===== src/rtl/bwvs_pkg.sv =====
package bwvs_pkg;

	localparam int BONE_SLOTS_DEF     = 128;
	localparam int MAX_INFLUENCES_DEF = 3;
	localparam int FRACTION_BITS_DEF  = 16;
	localparam int WEIGHT_BITS        = 16;

	typedef enum logic [1:0] {
		CMD_LOAD_POSE = 2'd0,
		CMD_LOAD_BIND = 2'd1,
		CMD_POINT     = 2'd2,
		CMD_DIRECTION = 2'd3
	} cmd_t;

	// datapath operation phases
	typedef enum logic [1:0] {
		PH_BIND = 2'd0,
		PH_POSE = 2'd1,
		PH_WGT  = 2'd2
	} phase_t;

	typedef struct packed {
		logic       start;      // latch vector, clear sums and flag
		logic       mac;        // one multiply-accumulate step
		phase_t     phase;
		logic [1:0] row;
		logic [1:0] col;
		logic [1:0] infl;
		logic       row_end;    // close row: saturate and store
		logic       wgt_add;    // add weighted term to sum
		logic       finish;     // final saturation into output register
	} dp_cmd_t;

	function automatic logic [31:0] sat32(input logic signed [65:0] v, output logic f);
		begin
			f = 1'b0;
			if (v > 66'sh0_7FFF_FFFF) begin
				f = 1'b1;
				sat32 = 32'h7FFF_FFFF;
			end else if (v < -66'sh0_8000_0000) begin
				f = 1'b1;
				sat32 = 32'h8000_0000;
			end else begin
				sat32 = v[31:0];
			end
		end
	endfunction

endpackage


===== src/rtl/bwvs_ctrl.sv =====
module bwvs_ctrl (
	input  logic              clk,
	input  logic              arst_n,
	input  logic              go,
	input  logic [1:0]        n_infl,
	input  logic              out_free,
	output logic              busy,
	output logic              out_load,
	output bwvs_pkg::dp_cmd_t cmd
);

	typedef enum logic [4:0] {
		ST_IDLE = 5'b00001,
		ST_BIND = 5'b00010,
		ST_POSE = 5'b00100,
		ST_WGT  = 5'b01000,
		ST_DONE = 5'b10000
	} state_t;

	state_t     state_q;
	logic [1:0] row_q, col_q, infl_q, n_q;

	assign busy = (state_q != ST_IDLE);

	always_comb begin
		cmd = '0;
		cmd.row = row_q;
		cmd.col = col_q;
		cmd.infl = infl_q;
		cmd.start = go;
		out_load = 1'b0;
		unique case (state_q)
			ST_IDLE: ;
			ST_BIND: begin
				cmd.mac = 1'b1;
				cmd.phase = bwvs_pkg::PH_BIND;
				cmd.row_end = (col_q == 2'd3);
			end
			ST_POSE: begin
				cmd.mac = 1'b1;
				cmd.phase = bwvs_pkg::PH_POSE;
				cmd.row_end = (col_q == 2'd3);
			end
			ST_WGT: begin
				cmd.mac = 1'b1;
				cmd.phase = bwvs_pkg::PH_WGT;
				cmd.wgt_add = 1'b1;
			end
			ST_DONE: begin
				cmd.finish = out_free && (row_q == 2'd2);
				out_load = out_free && (row_q == 2'd2);
			end
			default: ;
		endcase
	end

	always_ff @(posedge clk or negedge arst_n) begin
		if (!arst_n) begin
			state_q <= ST_IDLE;
			row_q <= '0;
			col_q <= '0;
			infl_q <= '0;
			n_q <= '0;
		end else begin
			unique case (state_q)
				ST_IDLE: begin
					if (go) begin
						n_q <= n_infl;
						infl_q <= '0;
						row_q <= '0;
						col_q <= '0;
						state_q <= (n_infl == 2'd0) ? ST_DONE : ST_BIND;
					end
				end
				ST_BIND: begin
					col_q <= col_q + 2'd1;
					if (col_q == 2'd3) begin
						row_q <= row_q + 2'd1;
						if (row_q == 2'd3) begin
							row_q <= '0;
							state_q <= ST_POSE;
						end
					end
				end
				ST_POSE: begin
					col_q <= col_q + 2'd1;
					if (col_q == 2'd3) begin
						row_q <= row_q + 2'd1;
						if (row_q == 2'd2) begin
							row_q <= '0;
							state_q <= ST_WGT;
						end
					end
				end
				ST_WGT: begin
					row_q <= row_q + 2'd1;
					if (row_q == 2'd2) begin
						row_q <= '0;
						infl_q <= infl_q + 2'd1;
						state_q <= (infl_q + 2'd1 == n_q) ? ST_DONE : ST_BIND;
					end
				end
				ST_DONE: begin
					// row counter times the multiplier pipeline drain
					if (row_q != 2'd2)
						row_q <= row_q + 2'd1;
					else if (out_free) begin
						row_q <= '0;
						state_q <= ST_IDLE;
					end
				end
				default: state_q <= ST_IDLE;
			endcase
		end
	end

endmodule


===== config.mk =====
export PLATFORM = sky130hd
export DESIGN_NAME = bwvs_ctrl
export DESIGN_NICKNAME = d
export VERILOG_FILES = /design/src/rtl/bwvs_pkg.sv /design/src/rtl/bwvs_ctrl.sv
export SDC_FILE = /design/constraint.sdc
export NUM_CORES = 1
export LEC_CHECK = 0
export ABC_AREA = 1
export BUFFER_PORTS_ARGS = -buffer_cell sky130_fd_sc_hd__buf_2
export CORE_MARGIN = 3
export CORE_UTILIZATION = 40
export DETAILED_ROUTE_END_ITERATION = 7
export PLACE_DENSITY = 0.61
export REMOVE_ABC_BUFFERS = 1
export SETUP_SLACK_MARGIN = 0.5
export SLEW_MARGIN = 20
export SYNTH_ARGS = -nofsm -noshare
export SYNTH_HDL_FRONTEND = slang
export SYNTH_SLANG_ARGS = --single-unit

===== constraint.sdc =====
create_clock -name clk -period 2.1 [get_ports clk]
set_clock_uncertainty 0.05 [all_clocks]
set_input_delay 0.42 -clock clk [delete_from_list [all_inputs] [get_ports clk]]
set_output_delay 0.42 -clock clk [all_outputs]
set_load 0.01 [all_outputs]

==> impl_results.html <==
<table>
<tr><th>Metric</th><th>Value</th></tr>
<tr><th colspan="2">Worst setup path</th></tr>
<tr><td>Highest cell delay on the worst timing path</td><td>0.44 ns</td></tr>
<tr><td>Crit path launch</td><td>state_q[1]</td></tr>
<tr><td>WS Path Type</td><td>reg2out</td></tr>
<tr><td>Slowest CP cell</td><td>sky130_fd_sc_hd__dfrtp_2</td></tr>
<tr><td>Cell breakdown of the critical path</td><td>nor2_4, nand2_4, buf_6, a21oi_4, inv_2, nand2_2, buf_6</td></tr>
<tr><td>Cell type with the highest occurrence count on the critical path</td><td>sky130_fd_sc_hd__buf_6</td></tr>
<tr><td>Arrival time of the worst setup path</td><td>1.42 ns</td></tr>
<tr><td>Critical path data required time</td><td>1.63 ns</td></tr>
<tr><td>Worst path buffer plus inverter count</td><td>3</td></tr>
<tr><td>R2R Path Start</td><td>state_q[0]</td></tr>
<tr><td>Startpoint Class</td><td>flop</td></tr>
<tr><td>Max Fanout on Critical Path</td><td>4</td></tr>
<tr><td>Largest delay contributor family on the critical path</td><td>flip-flops</td></tr>
<tr><td>Endpoint kind of the worst setup timing path</td><td>primary output</td></tr>
<tr><th colspan="2">Timing</th></tr>
<tr><td>Final number of max-transition violations</td><td>0</td></tr>
<tr><td>Ratio of final minimum period to clock period</td><td>0.900</td></tr>
<tr><td>Final-layout worst hold slack</td><td>0.353 ns</td></tr>
<tr><td>Unrepaired setup endpoints after global routing</td><td>true</td></tr>
<tr><td>Final hold violation count</td><td>0</td></tr>
<tr><td>Max Fclk</td><td>529 MHz</td></tr>
<tr><td>Final TNS setup</td><td>0 ns</td></tr>
<tr><td>Endpoints failing setup</td><td>0</td></tr>
<tr><td>Slew at the pin closest to its max-slew limit</td><td>0.305 ns</td></tr>
<tr><td>Max transition margin</td><td>0.797</td></tr>
<tr><td>Final Critical Period</td><td>1.89 ns</td></tr>
<tr><th colspan="2">Place</th></tr>
<tr><td>Number of input and output port buffers inserted</td><td>20</td></tr>
<tr><td>Gpl congestion</td><td>0.875</td></tr>
<tr><td>Placed wire-length estimate</td><td>1910 um</td></tr>
<tr><td>Area after DPL</td><td>1160 um2</td></tr>
<tr><th colspan="2">Yosys</th></tr>
<tr><td>Syn Std Cell Area</td><td>1050 um2</td></tr>
<tr><td>Average cell area after synthesis</td><td>6.74 um2</td></tr>
<tr><td>Post-synthesis cell type count</td><td>22</td></tr>
<tr><td>Synthesized instance count</td><td>156</td></tr>
<tr><td>Share of synthesized area occupied by flip-flops and latches</td><td>0.311</td></tr>
<tr><td>Synthesis warning total</td><td>0</td></tr>
<tr><td>FF+latch count, synth</td><td>13</td></tr>
<tr><th colspan="2">Clock network</th></tr>
<tr><td>Worst-case clock buffer depth</td><td>2</td></tr>
<tr><td>Maximum level of the CTS H-tree</td><td>1</td></tr>
<tr><td>Clock buffers created by TritonCTS</td><td>3</td></tr>
<tr><td>Clock latency on the worst-skew pair</td><td>0.27 ns</td></tr>
<tr><td>Worst-path clk slew</td><td>0.08 ns</td></tr>
<tr><td>CTS sink count</td><td>13</td></tr>
<tr><td>CTS tree</td><td>yes</td></tr>
<tr><td>CTS root buffer</td><td>sky130_fd_sc_hd__clkbuf_4</td></tr>
<tr><th colspan="2">GRT</th></tr>
<tr><td>GRT Resource Usage Total</td><td>0.190</td></tr>
<tr><td>Global-route wire length before repair</td><td>4950 um</td></tr>
<tr><td>Pin count of the biggest net entering global routing</td><td>14</td></tr>
<tr><td>Antenna violations before repair</td><td>0</td></tr>
<tr><td>Total congestion overflow after global routing</td><td>0</td></tr>
<tr><td>Vias in the first global route</td><td>1,129</td></tr>
<tr><th colspan="2">Hold path</th></tr>
<tr><td>Type of the worst min-delay path</td><td>in2reg</td></tr>
<tr><td>Hold Path Origin</td><td>n_infl[1]</td></tr>
<tr><th colspan="2">Floorplan</th></tr>
<tr><td>Std cell rows</td><td>17</td></tr>
<tr><td>Area enclosed by the die boundary</td><td>3280 um2</td></tr>
<tr><td>Die boundary height</td><td>57.3 um</td></tr>
<tr><td>Starting utilization of the core area</td><td>0.449</td></tr>
<tr><td>Total core area</td><td>2340 um2</td></tr>
<tr><td>Die width</td><td>57.3 um</td></tr>
<tr><td>Number of top-level pins</td><td>21</td></tr>
<tr><th colspan="2">Detailed routing</th></tr>
<tr><td>Via count</td><td>1,270</td></tr>
<tr><td>Total detailed-routing wirelength</td><td>3110 um</td></tr>
<tr><td>Drt first pass iters</td><td>4</td></tr>
<tr><td>Number of remaining DRC errors</td><td>0</td></tr>
<tr><td>Average wire per standard cell</td><td>13.2 um</td></tr>
<tr><td>Average via count per standard cell</td><td>5.40</td></tr>
<tr><td>Post-detailed-route count of antenna-violating nets</td><td>0</td></tr>
<tr><td>Drt first-iter violations</td><td>49</td></tr>
<tr><th colspan="2">Pwr</th></tr>
<tr><td>Maximum ir drop on the vdd rail</td><td>0.249 mV</td></tr>
<tr><td>PwrDens</td><td>260 nW/um2</td></tr>
<tr><td>Leakage power summed over all cells</td><td>0.000856 uW</td></tr>
<tr><th colspan="2">Layout</th></tr>
<tr><td>Net count reported at finish</td><td>219</td></tr>
<tr><td>Antenna cells</td><td>0</td></tr>
<tr><td>Multi-input logic area</td><td>732 um2</td></tr>
<tr><td>Area grow syn2layout</td><td>53.1%</td></tr>
<tr><td>Share of final-layout standard cells stronger than drive strength 1</td><td>0.488</td></tr>
<tr><td>Final std cell area, no fill</td><td>1610 um2</td></tr>
<tr><td>Reg area</td><td>332 um2</td></tr>
<tr><td>Final-layout fill cell count</td><td>190</td></tr>
<tr><th colspan="2">Job</th></tr>
<tr><td>Max-cap violation count</td><td>0</td></tr>
<tr><th colspan="2">Status</th></tr>
<tr><td>Outcome</td><td>complete, no violations</td></tr>
</table>
==> report_power, final <==
part	internal, uW	leakage [uW]	switching (uW)	total (uW)
registers	250	0.000147	0	250
logic	5.84	0.000694	10.6	16.5
clock network	73.6	0.0000150	78.3	152
==> worst reg2reg max path: cells and delay by family, from the launching register on <==
family                 cells  cell delay [ns]
flip-flops                 1             0.60
buffers and inverters      2             0.27
AND/OR/NAND/NOR            7             0.69
==> cells in the final DEF (no fill, tap or decap) <==
cell type,instances
sky130_fd_sc_hd__inv_4,3
sky130_fd_sc_hd__clkbuf_1,1
sky130_fd_sc_hd__dlygate4sd3_1,1
sky130_fd_sc_hd__dfstp_2,1
sky130_fd_sc_hd__inv_2,6
sky130_fd_sc_hd__buf_6,13
sky130_fd_sc_hd__nand3_1,18
sky130_fd_sc_hd__o21ai_0,1
sky130_fd_sc_hd__nor2_4,9
sky130_fd_sc_hd__a21oi_4,1
sky130_fd_sc_hd__dfrtp_1,8
sky130_fd_sc_hd__nand2_2,12
sky130_fd_sc_hd__nand4_1,10
sky130_fd_sc_hd__a21oi_1,2
sky130_fd_sc_hd__nand4_4,1
sky130_fd_sc_hd__nor2_2,2
sky130_fd_sc_hd__nand2_4,4
sky130_fd_sc_hd__nor2_1,9
sky130_fd_sc_hd__ha_1,5
sky130_fd_sc_hd__buf_2,16
sky130_fd_sc_hd__buf_4,20
sky130_fd_sc_hd__inv_1,15
sky130_fd_sc_hd__nand2_1,35
sky130_fd_sc_hd__nand3_2,5
sky130_fd_sc_hd__dfrtp_2,4
sky130_fd_sc_hd__nor3_2,1
sky130_fd_sc_hd__clkbuf_4,3
sky130_fd_sc_hd__o21ai_1,1
==> layer usage <==
layer	routed length, um	GRT usage
met5	0	0
met4	76	0.0596
met3	230	0.0249
met2	1510	0.313
met1	1290	0.259
==> final cells by class <==
class                   instances  share of cell area
well taps                      28              0.0218
multi-input cells             116               0.455
flip-flops and latches         13               0.206
repair buffers                 50               0.240
clock buffers                   4              0.0163
inverters                      24              0.0607
==> worst paths after layout <==
kind	endpoint	slack, ns	cells after the start
max in group asynchronous	state_q[0]	1.20	2
min	n_q[1]	0.35	3
min in group asynchronous	infl_q[0]	0.50	2
max	cmd[11]	0.21	7
min reg2reg	col_q[0]	0.46	1
max reg2reg	state_q[2]	0.41	9
==> per-stage QoR <==
step                instances  power (uW)  utilization  setup slack [ns]
floorplan                 153         257            -             0.368
global placement          201         270        0.496             0.340
detailed placement        201         270        0.496             0.264
CTS                       230         421        0.637             0.159
global route              235         439        0.688             0.137
finish                    235         419        0.688             0.209
==> registers in the layout, indices dropped and copies added, names as in the netlist <==
register / flops
state_q: 5
col_q: 2
infl_q: 2
n_q: 2
row_q: 2
==> repair_timing <==
action                                  4_1_cts  5_1_grt
endpoints found under the hold margin        12        0
pin swaps                                    14       16
buffers inserted                             24        5
resized for setup                            32       24
endpoints found under the setup margin       12       21
hold buffers                                  1        0
gates cloned                                  0        0
==> cell families (layout without fill, tap and decap cells) <==
logic type,Yosys count,after routing,synth area share
adder cells (fa/ha/maj),5,5,0.0595
flip-flops,13,13,0.311
buffers and inverters,27,78,0.111
AO/OA/AOI/OAI,5,5,0.0274
AND/OR/NAND/NOR,106,106,0.492
==> Yosys cell counts <==
cell / count / area (um2)
sky130_fd_sc_hd__nor3_1: 1 / 5.00
sky130_fd_sc_hd__nand4_1: 10 / 62.6
sky130_fd_sc_hd__a21oi_2: 1 / 8.76
sky130_fd_sc_hd__nand2_2: 4 / 25.0
sky130_fd_sc_hd__ha_1: 5 / 62.6
sky130_fd_sc_hd__nand3_1: 22 / 110
sky130_fd_sc_hd__dfstp_2: 1 / 26.3
sky130_fd_sc_hd__nor2_1: 13 / 48.8
sky130_fd_sc_hd__nand4_2: 1 / 12.5
sky130_fd_sc_hd__nand3_2: 1 / 10.0
sky130_fd_sc_hd__buf_6: 1 / 11.3
sky130_fd_sc_hd__nand2_4: 1 / 11.3
sky130_fd_sc_hd__nor2_4: 3 / 33.8
sky130_fd_sc_hd__buf_4: 2 / 15.0
sky130_fd_sc_hd__o21ai_0: 1 / 5.00
sky130_fd_sc_hd__inv_2: 4 / 15.0
sky130_fd_sc_hd__nor2_2: 4 / 25.0
sky130_fd_sc_hd__nand2_1: 46 / 173
sky130_fd_sc_hd__dfrtp_1: 12 / 300
sky130_fd_sc_hd__inv_1: 20 / 75.1
sky130_fd_sc_hd__o21ai_1: 1 / 5.00
sky130_fd_sc_hd__a21oi_1: 2 / 10.0
Note: power is estimated with default switching activity, not from simulation.
